[src/rtl/uqsd_pkg.sv]
// Shared types and constants for the URL query stream decoder.
`timescale 1ns / 1ps

package uqsd_pkg;

  // Result kinds
  localparam logic [1:0] KIND_KEY   = 2'd0;
  localparam logic [1:0] KIND_VALUE = 2'd1;
  localparam logic [1:0] KIND_PAIR  = 2'd2;

  // Input commands
  localparam logic CMD_BYTE   = 1'b0;
  localparam logic CMD_FINISH = 1'b1;

  // Characters with a special meaning in a query string
  localparam logic [7:0] CH_EQUAL = 8'h3D;  // '='
  localparam logic [7:0] CH_AMP   = 8'h26;  // '&'
  localparam logic [7:0] CH_PLUS  = 8'h2B;  // '+'
  localparam logic [7:0] CH_PCT   = 8'h25;  // '%'
  localparam logic [7:0] CH_SPACE = 8'h20;  // ' '

  // Escape sequencer, one-hot
  typedef enum logic [2:0] {
    ESC_IDLE   = 3'b001,
    ESC_FIRST  = 3'b010,
    ESC_SECOND = 3'b100
  } esc_state_t;

  // Contents of the input register
  typedef struct packed {
    logic       valid;
    logic       command;
    logic [7:0] data_byte;
  } in_stage_t;

  // Outcome of one escape pair
  typedef struct packed {
    logic       emit;
    logic [7:0] value;
  } esc_result_t;

endpackage

[src/rtl/uqsd_if.sv]
// Channel interfaces for the input bytes and the decoded results.
`timescale 1ns / 1ps

interface uqsd_in_if;
  logic       valid;
  logic       ready;
  logic       command;
  logic [7:0] data_byte;

  modport source (output valid, output command, output data_byte, input ready);
  modport sink (input valid, input command, input data_byte, output ready);
endinterface

interface uqsd_out_if;
  logic       valid;
  logic       ready;
  logic [1:0] kind;
  logic [7:0] decoded_byte;

  modport source (output valid, output kind, output decoded_byte, input ready);
  modport sink (input valid, input kind, input decoded_byte, output ready);
endinterface

[src/rtl/uqsd_esc_decode.sv]
// Two-character percent escape parser with base-16 string conversion rules.
`timescale 1ns / 1ps

module uqsd_esc_decode import uqsd_pkg::*; (
  input  logic [7:0]  first_char,
  input  logic [7:0]  second_char,
  output esc_result_t result
);

  function automatic logic is_hex(input logic [7:0] ch);
    return ch inside {[8'h30:8'h39], [8'h41:8'h46], [8'h61:8'h66]};
  endfunction

  function automatic logic [3:0] hex_val(input logic [7:0] ch);
    logic [3:0] v;
    v = 4'd0;
    if (ch inside {[8'h30:8'h39]}) begin
      v = 4'(ch - 8'h30);
    end else if (ch inside {[8'h41:8'h46]}) begin
      v = 4'(ch - 8'h37);
    end else if (ch inside {[8'h61:8'h66]}) begin
      v = 4'(ch - 8'h57);
    end
    return v;
  endfunction

  function automatic logic is_ws(input logic [7:0] ch);
    return ch inside {CH_SPACE, [8'h09:8'h0D]};
  endfunction

  logic [3:0] h0;
  logic [3:0] h1;
  logic       hex0;
  logic       hex1;
  logic [7:0] value;

  assign h0   = hex_val(first_char);
  assign h1   = hex_val(second_char);
  assign hex0 = is_hex(first_char);
  assign hex1 = is_hex(second_char);

  // Leading whitespace or '+' shifts the digits; a sign or a second skip
  // character leaves no digits, which reads as zero.
  always_comb begin
    value = 8'd0;
    if (hex0) begin
      value = hex1 ? {h0, h1} : {4'd0, h0};
    end else if (is_ws(first_char) || first_char == CH_PLUS) begin
      value = hex1 ? {4'd0, h1} : 8'd0;
    end
  end

  assign result.emit  = (value != 8'd0);
  assign result.value = value;

endmodule

[src/rtl/uqsd_core.sv]
// Query parser state, escape handling and result register.
`timescale 1ns / 1ps

module uqsd_core import uqsd_pkg::*; (
  input  logic       clk,
  input  logic       rst_n,
  input  in_stage_t  stage,
  input  logic       out_ready,
  output logic       stage_take,
  output logic       out_valid,
  output logic [1:0] out_kind,
  output logic [7:0] out_byte
);

  esc_state_t  esc_r, esc_nxt;
  logic        in_key_r, in_key_nxt;
  logic        key_ne_r, key_ne_nxt;
  logic [7:0]  first_hex_r, first_hex_nxt;
  logic        out_valid_r, out_valid_nxt;
  logic [1:0]  out_kind_r, out_kind_nxt;
  logic [7:0]  out_byte_r, out_byte_nxt;

  logic        out_free;
  logic        fire;
  logic        res_valid;
  logic [1:0]  res_kind;
  logic [7:0]  res_byte;
  esc_result_t esc_res;

  uqsd_esc_decode u_esc (
    .first_char  (first_hex_r),
    .second_char (stage.data_byte),
    .result      (esc_res)
  );

  assign out_free   = !out_valid_r || out_ready;
  assign stage_take = out_free;
  assign fire       = stage.valid && out_free;

  always_comb begin
    esc_nxt       = esc_r;
    in_key_nxt    = in_key_r;
    key_ne_nxt    = key_ne_r;
    first_hex_nxt = first_hex_r;
    res_valid     = 1'b0;
    res_kind      = in_key_r ? KIND_KEY : KIND_VALUE;
    res_byte      = stage.data_byte;

    if (stage.command == CMD_FINISH) begin
      if (key_ne_r) begin
        key_ne_nxt = 1'b0;
        res_valid  = 1'b1;
        res_kind   = KIND_PAIR;
        res_byte   = 8'd0;
      end
    end else begin
      case (esc_r)
        ESC_IDLE: begin
          if (in_key_r && stage.data_byte == CH_EQUAL) begin
            in_key_nxt = 1'b0;
          end else if (!in_key_r && stage.data_byte == CH_AMP) begin
            in_key_nxt = 1'b1;
            key_ne_nxt = 1'b0;
            res_valid  = 1'b1;
            res_kind   = KIND_PAIR;
            res_byte   = 8'd0;
          end else if (stage.data_byte == CH_PCT) begin
            esc_nxt = ESC_FIRST;
          end else begin
            res_valid = 1'b1;
            if (stage.data_byte == CH_PLUS) begin
              res_byte = CH_SPACE;
            end
          end
        end
        ESC_FIRST: begin
          first_hex_nxt = stage.data_byte;
          esc_nxt       = ESC_SECOND;
        end
        ESC_SECOND: begin
          esc_nxt   = ESC_IDLE;
          res_valid = esc_res.emit;
          res_byte  = esc_res.value;
        end
        default: begin
          esc_nxt = ESC_IDLE;
        end
      endcase
      if (res_valid && in_key_r && res_kind == KIND_KEY) begin
        key_ne_nxt = 1'b1;
      end
    end

    if (!fire) begin
      esc_nxt       = esc_r;
      in_key_nxt    = in_key_r;
      key_ne_nxt    = key_ne_r;
      first_hex_nxt = first_hex_r;
    end

    out_valid_nxt = out_valid_r;
    out_kind_nxt  = out_kind_r;
    out_byte_nxt  = out_byte_r;
    if (out_free) begin
      out_valid_nxt = fire && res_valid;
      out_kind_nxt  = res_kind;
      out_byte_nxt  = res_byte;
    end
  end

  always_ff @(posedge clk) begin
    if (!rst_n) begin
      esc_r       <= ESC_IDLE;
      in_key_r    <= 1'b1;
      key_ne_r    <= 1'b0;
      out_valid_r <= 1'b0;
    end else begin
      esc_r       <= esc_nxt;
      in_key_r    <= in_key_nxt;
      key_ne_r    <= key_ne_nxt;
      out_valid_r <= out_valid_nxt;
    end
  end

  always_ff @(posedge clk) begin
    first_hex_r <= first_hex_nxt;
    out_kind_r  <= out_kind_nxt;
    out_byte_r  <= out_byte_nxt;
  end

  assign out_valid = out_valid_r;
  assign out_kind  = out_kind_r;
  assign out_byte  = out_byte_r;

endmodule

[src/rtl/url_query_stream_decoder.sv]
// Top level of the streaming URL query-string decoder.
`timescale 1ns / 1ps
//
//  Channel   Dir   Payload                         Transfer
//  in_ch     in    command[0], data_byte[7:0]      valid && ready
//  out_ch    out   kind[1:0], decoded_byte[7:0]    valid && ready
//
//  A byte lands in the input register, is parsed in one pass and its result
//  (if any) lands in the result register; a new transfer can be taken every
//  cycle while out_ch does not stall.
//  Reset (rst_n low, synchronous) returns to key collection, no escape
//  pending, empty key, both registers empty.
//  A stall on out_ch holds the result register and then the input register;
//  in_ch.ready drops only when both are full.

module url_query_stream_decoder import uqsd_pkg::*; (
  input  logic           clk,
  input  logic           rst_n,
  uqsd_in_if.sink        in_ch,
  uqsd_out_if.source     out_ch
);

  in_stage_t s1_r, s1_nxt;
  logic      stage_take;
  logic      in_xfer;

  // Take a new byte when the input register is empty or drains this cycle.
  assign in_ch.ready = !s1_r.valid || stage_take;
  assign in_xfer     = in_ch.valid && in_ch.ready;

  always_comb begin
    s1_nxt = s1_r;
    if (stage_take) begin
      s1_nxt.valid = 1'b0;
    end
    if (in_xfer) begin
      s1_nxt.valid     = 1'b1;
      s1_nxt.command   = in_ch.command;
      s1_nxt.data_byte = in_ch.data_byte;
    end
  end

  // Clear only the valid bit on reset; the payload of the input register
  // needs none.
  always_ff @(posedge clk) begin
    if (!rst_n) begin
      s1_r.valid <= 1'b0;
    end else begin
      s1_r.valid <= s1_nxt.valid;
    end
    s1_r.command   <= s1_nxt.command;
    s1_r.data_byte <= s1_nxt.data_byte;
  end

  uqsd_core u_core (
    .clk        (clk),
    .rst_n      (rst_n),
    .stage      (s1_r),
    .out_ready  (out_ch.ready),
    .stage_take (stage_take),
    .out_valid  (out_ch.valid),
    .out_kind   (out_ch.kind),
    .out_byte   (out_ch.decoded_byte)
  );

`ifndef NO_ASSERTIONS
  // A pair marker never carries a character.
  a_pair_zero: assert property (@(posedge clk) disable iff (!rst_n)
    (out_ch.valid && out_ch.kind == KIND_PAIR) |-> (out_ch.decoded_byte == 8'd0))
    else $error("pair marker with nonzero byte");

  // Backpressure on the input only while a byte waits in the input register.
  a_ready_full: assert property (@(posedge clk) disable iff (!rst_n)
    !in_ch.ready |-> s1_r.valid)
    else $error("input stalled with empty input register");

  // A stalled input register keeps its byte.
  a_stage_hold: assert property (@(posedge clk) disable iff (!rst_n)
    (s1_r.valid && !stage_take) |=> (s1_r.valid && $stable(s1_r.data_byte)
      && $stable(s1_r.command)))
    else $error("input register lost a stalled byte");

  // The result register only changes once the consumer took it.
  a_out_hold: assert property (@(posedge clk) disable iff (!rst_n)
    (out_ch.valid && !out_ch.ready) |-> !stage_take)
    else $error("result stage advanced under stall");
`endif

endmodule

[src/flat_wrapper.sv]
// flat-port wrapper written by rule: the top's interface ports become plain ports
module url_query_stream_decoder_flat import uqsd_pkg::*;
  (clk, rst_n, in_ch_valid, in_ch_command, in_ch_data_byte, in_ch_ready, out_ch_valid, out_ch_kind, out_ch_decoded_byte, out_ch_ready);
  uqsd_in_if in_ch_i ();
  uqsd_out_if out_ch_i ();
  input  logic clk;
  input  logic rst_n;
  input wire logic [$bits(in_ch_i.valid)-1:0] in_ch_valid;
  input wire logic [$bits(in_ch_i.command)-1:0] in_ch_command;
  input wire logic [$bits(in_ch_i.data_byte)-1:0] in_ch_data_byte;
  output wire logic [$bits(in_ch_i.ready)-1:0] in_ch_ready;
  output wire logic [$bits(out_ch_i.valid)-1:0] out_ch_valid;
  output wire logic [$bits(out_ch_i.kind)-1:0] out_ch_kind;
  output wire logic [$bits(out_ch_i.decoded_byte)-1:0] out_ch_decoded_byte;
  input wire logic [$bits(out_ch_i.ready)-1:0] out_ch_ready;
  assign in_ch_i.valid = in_ch_valid;
  assign in_ch_i.command = in_ch_command;
  assign in_ch_i.data_byte = in_ch_data_byte;
  assign in_ch_ready = in_ch_i.ready;
  assign out_ch_valid = out_ch_i.valid;
  assign out_ch_kind = out_ch_i.kind;
  assign out_ch_decoded_byte = out_ch_i.decoded_byte;
  assign out_ch_i.ready = out_ch_ready;
  url_query_stream_decoder u_core (.clk(clk), .rst_n(rst_n), .in_ch(in_ch_i), .out_ch(out_ch_i));
endmodule
[config.mk]
export PLATFORM = sky130hd
export DESIGN_NAME = url_query_stream_decoder_flat
export DESIGN_NICKNAME = d
export VERILOG_FILES = /design/src/rtl/uqsd_pkg.sv /design/src/rtl/uqsd_if.sv /design/src/rtl/uqsd_esc_decode.sv /design/src/rtl/uqsd_core.sv /design/src/rtl/url_query_stream_decoder.sv /design/src/flat_wrapper.sv
export SDC_FILE = /design/constraint.sdc
export NUM_CORES = 1
export LEC_CHECK = 0
export BUFFER_PORTS_ARGS = -buffer_cell sky130_fd_sc_hd__buf_2
export CELL_PAD_IN_SITES_DETAIL_PLACEMENT = 0
export CELL_PAD_IN_SITES_GLOBAL_PLACEMENT = 1
export CORE_MARGIN = 1
export CORE_UTILIZATION = 35
export CTS_BUF_LIST = sky130_fd_sc_hd__clkbuf_2 sky130_fd_sc_hd__clkbuf_4 sky130_fd_sc_hd__clkbuf_8
export DETAILED_ROUTE_END_ITERATION = 16
export HOLD_SLACK_MARGIN = 0.03
export PLACE_DENSITY_LB_ADDON = 0.1
export RECOVER_POWER = 25
export SYNTH_ARGS = -nofsm -noshare
export SYNTH_HDL_FRONTEND = slang
export SYNTH_SLANG_ARGS = --single-unit
[constraint.sdc]
create_clock -name clk -period 5.58 [get_ports clk]
set_input_delay 0.837 -clock clk [delete_from_list [all_inputs] [get_ports clk]]
set_output_delay 0.837 -clock clk [all_outputs]
set_load 0.02 [all_outputs]
* After elaboration in Yosys (flattened, before gate mapping) *
Index checks and enable logic that the tools add are counted.
W data, S select, Z words.

word-level totals
  word-level logic and storage cells = 121
  input port bits = 13
  output and inout bits = 12
  bits in registers = 34

operators by class
  bitwise gates (word level) = 1
  multiplexer cells = 44
  equal/unequal tests = 13
  magnitude comparators = 14
  add/sub/neg operators = 6
  reductions and logical operators = 33

operators with widths
  operator               number
  $mux W8                9
  $eq A8 B6 Y1 const B   6
  $ge A8 B7 Y1 const B   4
  $le A8 B7 Y1 const B   4
  $mux W4                7
  $ge A8 B6 Y1 const B   2
  $le A8 B6 Y1 const B   2
  $pmux W8 S2            1
  $sub A4 B3 Y4 const B  4
  $mux W1                15
  $logic_and A1 B1 Y1    14
  $mux W2                6
  $reduce_bool A3 Y1     4
  $mux W10               1
  $mux W3                3
  $ge A8 B4 Y1 const B   1
  $le A8 B4 Y1 const B   1
  $reduce_and A4 Y1      2
  $reduce_bool A8 Y1     1
  $sub A4 B1 Y4 const B  2
  $ne A2 B2 Y1 const B   3
  $pmux W3 S2            1
  $reduce_bool A2 Y1     3
  $reduce_and A5 Y1      1
  10 further kinds       14

* Longest topological paths before layout *
Gate-level depths: netlist (run 1).

  depth after elaboration = 15
  gate-level depth with buffers = 9
  gate-level depth less buffers = 9

* Cells and area by module *
Synthesis (run 1) repeated with hierarchy kept, for this count alone.

second synthesis, totals
  cells, all modules = 212
  area, all modules = 2153.3 um^2

modules (own cells, without submodules)
  module                    area an instance (um^2)  cells each  instances
  uqsd_core                 1218.7                   107         1
  uqsd_esc_decode           606.8                    91          1
  url_query_stream_decoder  327.8                    14          1

* Worst setup path before layout (run 1) *
OpenSTA, ideal clock, no wires.

  path type = input-to-reg
  start = in out_ch_ready
  end = reg u_core.u_core.first_hex_r[0] (enable)
  stages on the path = 4
  setup slack = 3.018 ns
  setup time = 0.386 ns
  arrival time = 2.176 ns
  path buffers = 0
  cell sequence = nor2b_1 inv_1 nand3b_1 nor3_1

between the ends
  longest elaborated chain between the ends = 3

RTL lines
  item                                line                            source
  start: declaration                  flat_wrapper.sv:15              input wire logic [$bits(out_ch_i.ready)-1:0] out_ch_ready;
  $logic_or A1 B1 Y1                  uqsd_core.sv:36                 assign out_free = !out_valid_r || out_ready;
  net u_core.stage_take               url_query_stream_decoder.sv:24  logic stage_take;
  $logic_and A1 B1 Y1                 uqsd_core.sv:38                 assign fire = stage.valid && out_free;
  $reduce_and A3 Y1 (no source line)  -
  end signal: assignment              uqsd_core.sv:126                first_hex_r <= first_hex_nxt;
  end: declaration                    uqsd_core.sv:18                 logic [7:0] first_hex_r, first_hex_nxt;

The timed path passes the listed nets, and every way through them passes these cells.
A chain may end at the register's enable or synchronous reset.

* Final worst setup path (run 1) *
  start = reg u_core.u_core.first_hex_r[0]
  end = reg u_core.u_core.key_ne_r

between the ends
  longest elaborated chain between the ends = 14

RTL lines
  item                                                           line                                          source
  $ge A8 B7 Y1 or $le A8 B7 Y1 (tied branches)                   uqsd_esc_decode.sv:11, uqsd_esc_decode.sv:21
  $logic_and A1 B1 Y1                                            uqsd_esc_decode.sv:11, uqsd_esc_decode.sv:21
  $mux W4                                                        uqsd_esc_decode.sv:21                         end else if (ch inside {[8'h61:8'h66]}) begin
  $mux W4                                                        uqsd_esc_decode.sv:19                         end else if (ch inside {[8'h41:8'h46]}) begin
  $mux W4                                                        uqsd_esc_decode.sv:17                         if (ch inside {[8'h30:8'h39]}) begin
  $mux W8                                                        uqsd_esc_decode.sv:47                         value = hex1 ? {h0, h1} : {4'd0, h0};
  $mux W8 *                                                      uqsd_esc_decode.sv:46                         if (hex0) begin
  $reduce_bool A8 Y1 *                                           uqsd_esc_decode.sv:53                         assign result.emit = (value != 8'd0);
  $pmux W1 S2 *                                                  uqsd_core.sv:57                               case (esc_r)
  $mux W1 *                                                      uqsd_core.sv:49                               if (stage.command == CMD_FINISH) begin
  $logic_and A1 B1 Y1 * (2 in a row)                             uqsd_core.sv:89                               if (res_valid && in_key_r && res_kind == KIND_KEY) begin
  $ne A3 B1 Y1 (no source line), or another cell as far along    -
  $reduce_and A4 Y1 (no source line) or $mux W1 (tied branches)  -
  end signal: assignment                                         uqsd_core.sv:120                              key_ne_r <= key_ne_nxt;
  end: declaration                                               uqsd_core.sv:17                               logic key_ne_r, key_ne_nxt;

Every way passes the cells marked *; elsewhere a longest branch is shown, timed or not. The select of a mux whose other input is x is not followed.

==> run summary, run 1 <==
initial drt markers: 87
# IOs: 25
Nets: 248
Max FO, Critical Path: 9
Startpoint Class: register
PortBufs: 24
sw frac: 23.7%
Core Util, Final: 42.3%
share of layout cells above drive strength 1: 21.6%
Reg area: 951 sq um
grt met1 use: 23.1%
ANT cells: 0
Clock Latency Late Sink: 0.28 ns
status: completed
setup TNS: 0 ns
GR peak layer: met2
Max VDD drop: 0.101 mV
DIE AREA: 6370 sq um
Clock Path Buffers: 2
WHS Path Cells: 2
Die H: 79.8 um
EDFF count, synth: 27
FMAX: 352 MHz
number of gates resized after CTS: 0
Slew Limit Headroom: 25.0%
Yosys cell types: 64
crit path cell chain: inv_1, ha_1, nor3b_2, nor4_1, a21o_1, nor2_1, o31ai_1, nor4b_1, o41ai_2
Power Density: 216 nW/um^2
wire length per cell: 16.0 um
Clk Tree Root Cell: clkbuf_8
Slew Limit Fails: 0
Pwr Total: 519 uW
Post-route DRC: 0
global-route wire length before repair: 8140 um
Rows: 27
leading cell type in the layout, fill and taps excluded: edfxtp_1
post-synthesis register bit count: 34
most frequent cells in the layout: 27 x edfxtp_1, 24 x buf_2, 15 x nand2_1, 15 x nor2_1, 11 x inv_1
FF-to-FF setup slack: 2.74 ns
Crit-path slowest cell: edfxtp_1
final hold vios: 0
multi-input logic area: 1110 sq um
detailed placement HPWL: 3740 um
initial antenna violation count: 0
Synth Net Count: 220
Mean Syn Cell Area: 10.7 sq um
dominant synthesized flop cell: edfxtp_1
post-synthesis instance total: 198
Worst Hold Class: register to register
Worst-path clk slew: 0.07 ns
Gate power share: 9.6%
FF-to-FF End: u_core.u_core.key_ne_r
Num CTS Buffers: 5
worst setup path class: register to register
Sequential Power Share: 56.9%
grt total ovfl: 0
Yosys warnings: 0
max-cap violations: 0
DRT antenna net count: 0
P&R area growth vs syn: 13.2%
hold_sp: u_core.u_core.key_ne_r
Horiz. Die Dim: 79.8 um
critical path data required time: 5.77 ns
worst reg2reg path startpoint: u_core.u_core.first_hex_r[0]
Layout Cells excl Fill: 299
synthesized area: 2120 sq um
register area share after synthesis: 44.8%
H-tree depth: 2
Hold Path End: u_core.u_core.key_ne_r
Starting Density: 37.4%
overall routing resource usage: 16.8%
number of global-route vias before repair: 1,614
total setup buffers inserted after CTS: 0
crit path capture type: register
fin crit share: 50.9%
unrepaired setup endpoints after global routing: no
Max Clock Skew: 0.00796 ns
Sink Count: 34
dpl cells: 291
cts hold-fix bufs: 0
CP max stage delay: 0.53 ns
Core ar.: 5680 sq um
largest net degree at the start of global routing: 13
worst-margin pin slew: 1.12 ns
setup violators final: 0
# fillers: 564
gp weighted congestion: 0.878
hold slack final: 0.529 ns
TritonCTS clock tree: yes
LEAKAGE: 0.904 nW
global routing usage on met2: 26.3%
Critical Path AT: 3.03 ns
detailed-route vias per instance: 5.56
reg2reg path depth: 9
Net Switching: 123 uW
Async S/R FF share, synth: 0%
clock network fraction of total power: 33.5%
Via Count: 1,661
1st-pass router iterations: 4
total detailed-routing wirelength: 4780 um
met3 Use GR: 3.77%
Int Pwr: 395 uW
shortest period the worst path allows: 2.84 ns
metrics by stage:
stage | worst slack (ns) | cell area, sq um
2_1_floorplan | 3.02 | 2120
3_5_place_dp | 2.46 | 2310
5_1_grt | 2.48 | 2400
6_report | 2.74 | 2400
3_3_place_gp | 2.60 | 2310
4_1_cts | 2.77 | 2400
worst max-delay path, delay by kind of cell (launching register included):
family	cells	cell delay, ns
and+or+nand+nor	4	0.81
adders and majority gates	1	0.30
AOI/OAI and AO/OA	3	0.94
buffers and inverters	1	0.17
DFF	1	0.53
synth_stat cells, types with 2 or more instances:
master,instances,area share [%]
nor3b_1,3,1.1
and2_1,2,0.59
o21ai_2,2,0.83
mux2i_1,2,0.94
o2111ai_1,2,0.83
nand3_1,4,0.94
nor2_1,15,2.7
o32ai_1,2,0.83
nor3_1,3,0.71
a22o_1,6,2.5
nand3b_1,3,1.1
ha_1,9,5.3
nand2_1,15,2.7
edfxtp_1,27,38
inv_1,11,1.9
nand2b_1,9,2.7
o211ai_1,3,1.1
o21ai_0,9,2.1
nor2b_1,7,2.1
o31ai_1,4,1.4
a32o_1,2,0.94
dfxtp_1,7,6.6
nor4b_1,2,0.83
a21oi_1,9,2.1
sequential cells by signal (all words and copies together) (netlist names):
signal                     flops
u_core.u_core.esc_r            3
u_core.u_core.out_byte         8
u_core.s1_r                   10
u_core.u_core.first_hex_r      8
u_core.u_core.out_valid        1
u_core.u_core.key_ne_r         1
u_core.u_core.in_key_r         1
u_core.u_core.out_kind         2
final cells by class:
| class | instances | area share (%) |
|---|---|---|
| tap | 72 | 3.75 |
| multi-input combinational | 149 | 46.2 |
| timing repair buffer | 24 | 5.01 |
| clock inverter | 2 | 0.365 |
| sequential | 34 | 39.6 |
| clock buffer | 6 | 3.18 |
| inverter | 12 | 1.88 |
routing by layer:
metal  vias up  routed length (um)  part of all wire (%)
met5         -                   0                     0
li1        821                   -                     -
met3         2                 234                   4.9
met4         0                  19                  0.40
met2        36                2190                    46
met1       802                2340                    49
how the worst max path moves through the flow:
stage | from | endpoint | cells after the start
floorplan | out_ch_ready | u_core.u_core.first_hex_r[0] | 4
global placement | out_ch_ready | u_core.u_core.first_hex_r[4] | 5
detailed placement | out_ch_ready | u_core.u_core.first_hex_r[6] | 5
CTS | out_ch_ready | u_core.u_core.first_hex_r[4] | 5
global route | out_ch_ready | u_core.u_core.first_hex_r[0] | 5
finish | u_core.u_core.first_hex_r[0] | u_core.u_core.key_ne_r | 9
cell families after synthesis:
logic type               synth area share [%]
AND/OR/NAND/NOR                          23.1
flip-flops                               44.8
AO/OA/AOI/OAI                            22.0
adder cells (fa/ha/maj)                  5.31
buffers and inverters                    2.89
multiplexers                             1.47
XOR/XNOR                                0.413
power by group through the flow:
stage	combinational, mW	clock [mW]	sequential (mW)
6_report	0.0497	0.174	0.295
5_1_grt	0.0548	0.193	0.296
4_1_cts	0.0498	0.180	0.295
3_5_place_dp	0.0497	0	0.301
3_3_place_gp	0.0492	0	0.300
2_1_floorplan	0.0268	0	0.304
No activity file was read; power rests on OpenSTA's default activity.
==> inputs of run 2 (changes only) <==
clock period = 2.45 ns   (was 5.58 ns; I/O delays follow)
==> run 2 against run 1 <==
  * Cell area rose by 16%
  * Register-to-register slack got worse by 2.7 ns
  * Worst hold slack got worse by 0.27 ns
  * Combinational power rose to 3.0 times the previous value
  * Largest power group unchanged
  * Highest routed layer unchanged
  * Clock-buffer cell count did not move
==> run summary, run 2 (synthesized netlist as in run 1, its figures left out) <==
Nets: 273
share of layout cells above drive strength 1: 38.9%
Top reg by flops: u_core.s1_r
multi-input logic area: 1270 sq um
# IOs: 25
detailed-route vias per instance: 5.58
Worst-path clk slew: 0.07 ns
1st-pass router iterations: 4
gp weighted congestion: 0.918
PortBufs: 24
setup violators final: 0
Clock Latency Late Sink: 0.28 ns
max-cap violations: 0
number of global-route vias before repair: 1,670
unrepaired setup endpoints after global routing: yes
Rows: 27
worst setup path class: register to register
Max VDD drop: 0.251 mV
Max FO, Critical Path: 5
Startpoint Class: register
H-tree depth: 2
initial antenna violation count: 0
leading cell type in the layout, fill and taps excluded: edfxtp_1
fin crit share: 97.7%
Die H: 79.8 um
Critical Path AT: 2.59 ns
dpl cells: 308
Reg area: 951 sq um
Starting Density: 37.4%
most frequent cells in the layout: 27 x edfxtp_1, 24 x buf_2, 23 x buf_4
FMAX: 418 MHz
Sink Count: 34
P&R area growth vs syn: 31.5%
crit path buf inv count: 0
final hold vios: 0
initial drt markers: 125
Core ar.: 5680 sq um
shortest period the worst path allows: 2.39 ns
status: completed
TritonCTS clock tree: yes
pre-CTS setup slack: -0.0910 ns
Layout Cells excl Fill: 324
CP max stage delay: 0.46 ns
Max Clock Skew: 0.00416 ns
DIE AREA: 6370 sq um
largest net degree at the start of global routing: 12
overall routing resource usage: 17.3%
crit path capture type: register
Power Density: 480 nW/um^2
Num CTS Buffers: 5
Slew Limit Headroom: 55.8%
cts hold-fix bufs: 0
total detailed-routing wirelength: 5340 um
Post-route DRC: 0
critical path data required time: 2.65 ns
LEAKAGE: 1.04 nW
Top delay family on crit path: compound AO/OA/AOI/OAI gates
# fillers: 511
crit path cell chain: ha_2, or3b_4, nand4_4, nor2_1, mux2_4, o32ai_4, o31ai_2, a311oi_1
ANT cells: 0
Worst Hold Class: primary input to register
global-route wire length before repair: 8270 um
Pwr Total: 1.34 mW
Via Count: 1,809
grt total ovfl: 0
Horiz. Die Dim: 79.8 um
Slew Limit Fails: 0
worst-margin pin slew: 0.661 ns
Crit-path slowest cell: edfxtp_1
Clk Tree Root Cell: clkbuf_8
Clock Path Buffers: 2
detailed placement HPWL: 3920 um
number of flip-flops in the largest register: 10
DRT antenna net count: 0
Worst Slack Setup Final: 0.0562 ns
wire length per cell: 16.5 um
run 2: report_power, final:
| part | leakage [nW] | internal [mW] | switching, mW |
|---|---|---|---|
| combinational | 0.653 | 0.0637 | 0.0830 |
| clock | 0.0548 | 0.315 | 0.209 |
| sequential | 0.328 | 0.648 | 0.0205 |
run 2: final cells by class:
type	instances	share of cell area, %
Tap cell	72	3.23
Clock buffer	6	2.74
Timing Repair Buffer	49	11.3
Inverter	12	1.62
Clock inverter	2	1.35
Sequential cell	34	34.1
Multi-Input combinational cell	149	45.7
run 2: timing repair:
action,in CTS,in global routing
gates cloned,0,0
endpoints found under the setup margin,2,2
pin swaps,0,14
gates resized for setup,5,32
buffers inserted,2,6
run 2: path summary, 6_finish.rpt:
path	from	endpoint	slack (ns)	depth (start not counted)
hold / removal	in_ch_data_byte[2]	u_core.s1_r[2]	0.26	1
setup reg to reg	u_core.s1_r[0]	u_core.u_core.out_valid	0.06	8
hold reg to reg	u_core.s1_r[6]	u_core.u_core.first_hex_r[6]	0.52	0
setup / recovery	u_core.s1_r[0]	u_core.u_core.out_valid	0.06	8
run 2: per-stage QoR:
step                util (%)  setup TNS, ns  hold slack [ns]  area [sq um]
finish                  49.1              0            0.258          2790
global route            49.1         -0.103            0.242          2790
CTS                     45.8              0            0.248          2600
detailed placement      43.0         -0.153            0.505          2440
global placement        43.0        -0.0541            0.496          2440
floorplan                  -              0            0.429          2120
run 2: layer usage:
layer / part of all wire (%) / track usage (%) / up-vias
met2: 47 / 27.2 / 57
met4: 1.1 / 5.00 / 0
met5: 0 / 0 / -
li1: - / - / 867
met3: 5.7 / 3.66 / 8
met1: 46 / 23.8 / 877
run 2: worst reg2reg max path, stage by stage, from the launching register on:
cell and delay, ns:
edfxtp_1 0.46, ha_2 0.26, or3b_4 0.39, nand4_4 0.12
nor2_1 0.07, mux2_4 0.30, o32ai_4 0.32, o31ai_2 0.10
a311oi_1 0.28
==> inputs of run 3 (changes only) <==
BUFFER_PORTS_ARGS = -buffer_cell sky130_fd_sc_hd__clkbuf_2   (was -buffer_cell sky130_fd_sc_hd__buf_2)
SYNTH_HIERARCHICAL = 1   (was not set)
==> run 3 against run 2 <==
  * Clock skew is 0.0012 ns higher
  * The flow now finishes with violations (negative setup slack)
  * Combinational power is 7% higher
  * Critical endpoint is now u_core/u_core/key_ne_r
  * Flip-flop and latch count stayed put
  * Critical path depth is 3 higher
  * Highest routed layer unchanged
  * Routed wire length is 2.1% lower
  * Utilization is 1.1 points lower
  * Cell count is 10% higher
  * Total power is 6.5% lower
  * Fmax is 11% lower
  * First-iteration DRC count is 24% lower
  * Clock power is 18% lower
  * Worst hold slack hardly changed
==> run summary, run 3 <==
status: finished, violations left
failing checks: negative setup slack
Num CTS Buffers: 5
share of layout cells above drive strength 1: 37.8%
number of flip-flops in the largest register: 10
Die H: 80.4 um
Startpoint Class: register
P&R area growth vs syn: 32.1%
Worst-path clk slew: 0.07 ns
Yosys cell types: 63
most numerous cell in the Yosys netlist: edfxtp_1
final hold vios: 0
post-synthesis register bit count: 34
most common library cells after synthesis: 27 x edfxtp_1, 19 x nand2_1, 17 x nor2_1, 14 x inv_1, 12 x o21ai_0
worst reg2reg path startpoint: u_core/u_core/first_hex_r[0]
Net Switching: 297 uW
DRT antenna net count: 0
Worst Setup SP: u_core/u_core/first_hex_r[0]
clock network fraction of total power: 34.2%
# IOs: 25
EDFF count, synth: 27
reg2reg path depth: 11
Sink Count: 34
ANT cells: 0
detailed placement HPWL: 4080 um
Int Pwr: 955 uW
FF-to-FF setup slack: -0.25 ns
setup violators final: 2
wire length per cell: 14.6 um
LEAKAGE: 1.11 nW
global-route wire length before repair: 8650 um
FF-to-FF End: u_core/u_core/key_ne_r
shortest period the worst path allows: 2.70 ns
most frequent cells in the layout: 38 x buf_4, 27 x edfxtp_1, 24 x clkbuf_2
FMAX: 371 MHz
Core Util, Final: 48.0%
H-tree depth: 2
DIE AREA: 6470 sq um
gp weighted congestion: 0.842
crit path capture type: register
Max Clock Skew: 0.00540 ns
Top reg by flops: u_core/s1_r
Worst Slack Setup Final: -0.249 ns
fin crit share: 110%
Max FO, Critical Path: 6
Power Density: 440 nW/um^2
post-synthesis instance total: 212
Critical Path AT: 2.89 ns
register area share after synthesis: 44.2%
worst setup path class: register to register
Yosys top cell area share: 37.7%
number of global-route vias before repair: 1,791
TritonCTS clock tree: yes
top cell type by total area after synthesis: edfxtp_1
unrepaired setup endpoints after global routing: yes
Yosys warnings: 6
Post-route DRC: 0
total detailed-routing wirelength: 5230 um
critical path data required time: 2.64 ns
initial drt markers: 95
leading cell type in the layout, fill and taps excluded: buf_4
detailed-route vias per instance: 5.24
Synth area leaders: edfxtp_1 38%, dfxtp_1 6.5%, ha_1 3.5%
Core ar.: 5920 sq um
initial antenna violation count: 0
dpl cells: 346
Rows: 28
Clock Path Buffers: 2
Synth Net Count: 231
Worst Hold Class: primary input to register
Clk Tree Root Cell: clkbuf_8
Layout Cells excl Fill: 358
Horiz. Die Dim: 80.4 um
1st-pass router iterations: 4
Starting Density: 36.4%
Via Count: 1,875
Mean Syn Cell Area: 10.2 sq um
Nets: 301
max-cap violations: 0
Gate power share: 12.5%
synthesized area: 2150 sq um
sw frac: 23.7%
Async S/R FF share, synth: 0%
Sequential Power Share: 53.3%
Slew Limit Headroom: 63.4%
dominant synthesized flop cell: edfxtp_1
PortBufs: 24
worst-margin pin slew: 0.548 ns
overall routing resource usage: 17.9%
CP endpoint: u_core/u_core/key_ne_r
Max VDD drop: 0.254 mV
grt total ovfl: 0
Slew Limit Fails: 0
largest net degree at the start of global routing: 16
Clock Latency Late Sink: 0.28 ns
==> run 3: cell types whose count changed in the layout (fill, tap and decap cells not counted), sizes merged, moves of 4 or more <==
cell    before  now
buf         49   38
nand2       15   19
a31oi        1    5
clkbuf       6   35
a22o         6    0
o22ai        1    8
and2         2    6
nor2b        7    2
==> run 3: kinds of logic after synthesis <==
kind of cell / after synthesis / share of synthesized area, %
adder cells (fa/ha/maj): 6 / 3.49
AO/OA/AOI/OAI: 60 / 20.2
flip-flops: 34 / 44.2
buffers and inverters: 17 / 3.37
XOR/XNOR: 1 / 0.407
AND/OR/NAND/NOR: 89 / 26.1
multiplexers: 5 / 2.32
==> run 3: layout make-up <==
type | instances | area (sq um)
fill | 569 | 3080
multi-input combinational | 161 | 1220
sequential | 34 | 951
timing repair buffer | 66 | 428
tap | 75 | 93.8
clock buffer | 7 | 90.1
inverter | 14 | 52.6
clock inverter | 1 | 5.00
==> run 3: power by group through the flow <==
| stage | combinational (mW) | sequential [mW] | clock, mW |
|---|---|---|---|
| after CTS | 0.155 | 0.668 | 0.442 |
| after global routing | 0.172 | 0.671 | 0.466 |
| after global placement | 0.155 | 0.679 | 0 |
| final | 0.157 | 0.668 | 0.428 |
| after detailed placement | 0.154 | 0.680 | 0 |
| after floorplan | 0.0589 | 0.703 | 0 |
==> run 3: worst min-delay path by stage <==
stage / slack, ns / startpoint / cells past startpoint / to
after floorplan: 0.44 / rst_n / 1 / u_core/u_core/esc_r[0]
after global placement: 0.52 / u_core/s1_r[9] / 2 / u_core/u_core/out_valid
after detailed placement: 0.52 / u_core/s1_r[9] / 2 / u_core/u_core/out_valid
after CTS: 0.25 / in_ch_data_byte[0] / 1 / u_core/s1_r[0]
after global routing: 0.24 / in_ch_data_byte[7] / 1 / u_core/s1_r[7]
final: 0.26 / in_ch_command / 1 / u_core/s1_r[8]
==> run 3: worst max-delay path, stage by stage, from the launching register on <==
cell	delay [ns]
edfxtp_1	0.45
inv_2	0.11
ha_4	0.14
or3b_1	0.36
o2111ai_2	0.09
nand2b_4	0.14
nor2_4	0.10
o22ai_2	0.08
or4_4	0.58
a2111oi_4	0.40
a2111oi_2	0.06
o32ai_1	0.10
==> run 3: what timing repair did <==
item | CTS | global route
hold buffers | 0 | 0
gates resized for setup | 2 | 6
pin swaps | 4 | 8
setup endpoints to repair | 2 | 3
setup buffers | 2 | 2
==> run 3: metal layers <==
metal  track usage, %  vias to the layer above  part of all wire [%]
met5                0                        -                     0
met4             5.89                        0                  0.98
met3             3.07                        5                   2.9
met2             30.7                       40                    48
met1             22.6                      879                    48
li1                 -                      951                     -
==> run 3: per-stage QoR <==
stage | cell area [sq um] | hold WS, ns | setup slack, ns | total power [mW] | TNS (ns)
2_1_floorplan | 2210 | 0.444 | -0.182 | 0.762 | -0.216
3_3_place_gp | 2690 | 0.516 | -0.238 | 0.833 | -0.461
3_5_place_dp | 2690 | 0.518 | -0.294 | 0.834 | -0.519
4_1_cts | 2810 | 0.251 | -0.234 | 1.26 | -0.383
5_1_grt | 2840 | 0.243 | -0.480 | 1.31 | -0.872
6_report | 2840 | 0.258 | -0.249 | 1.25 | -0.472
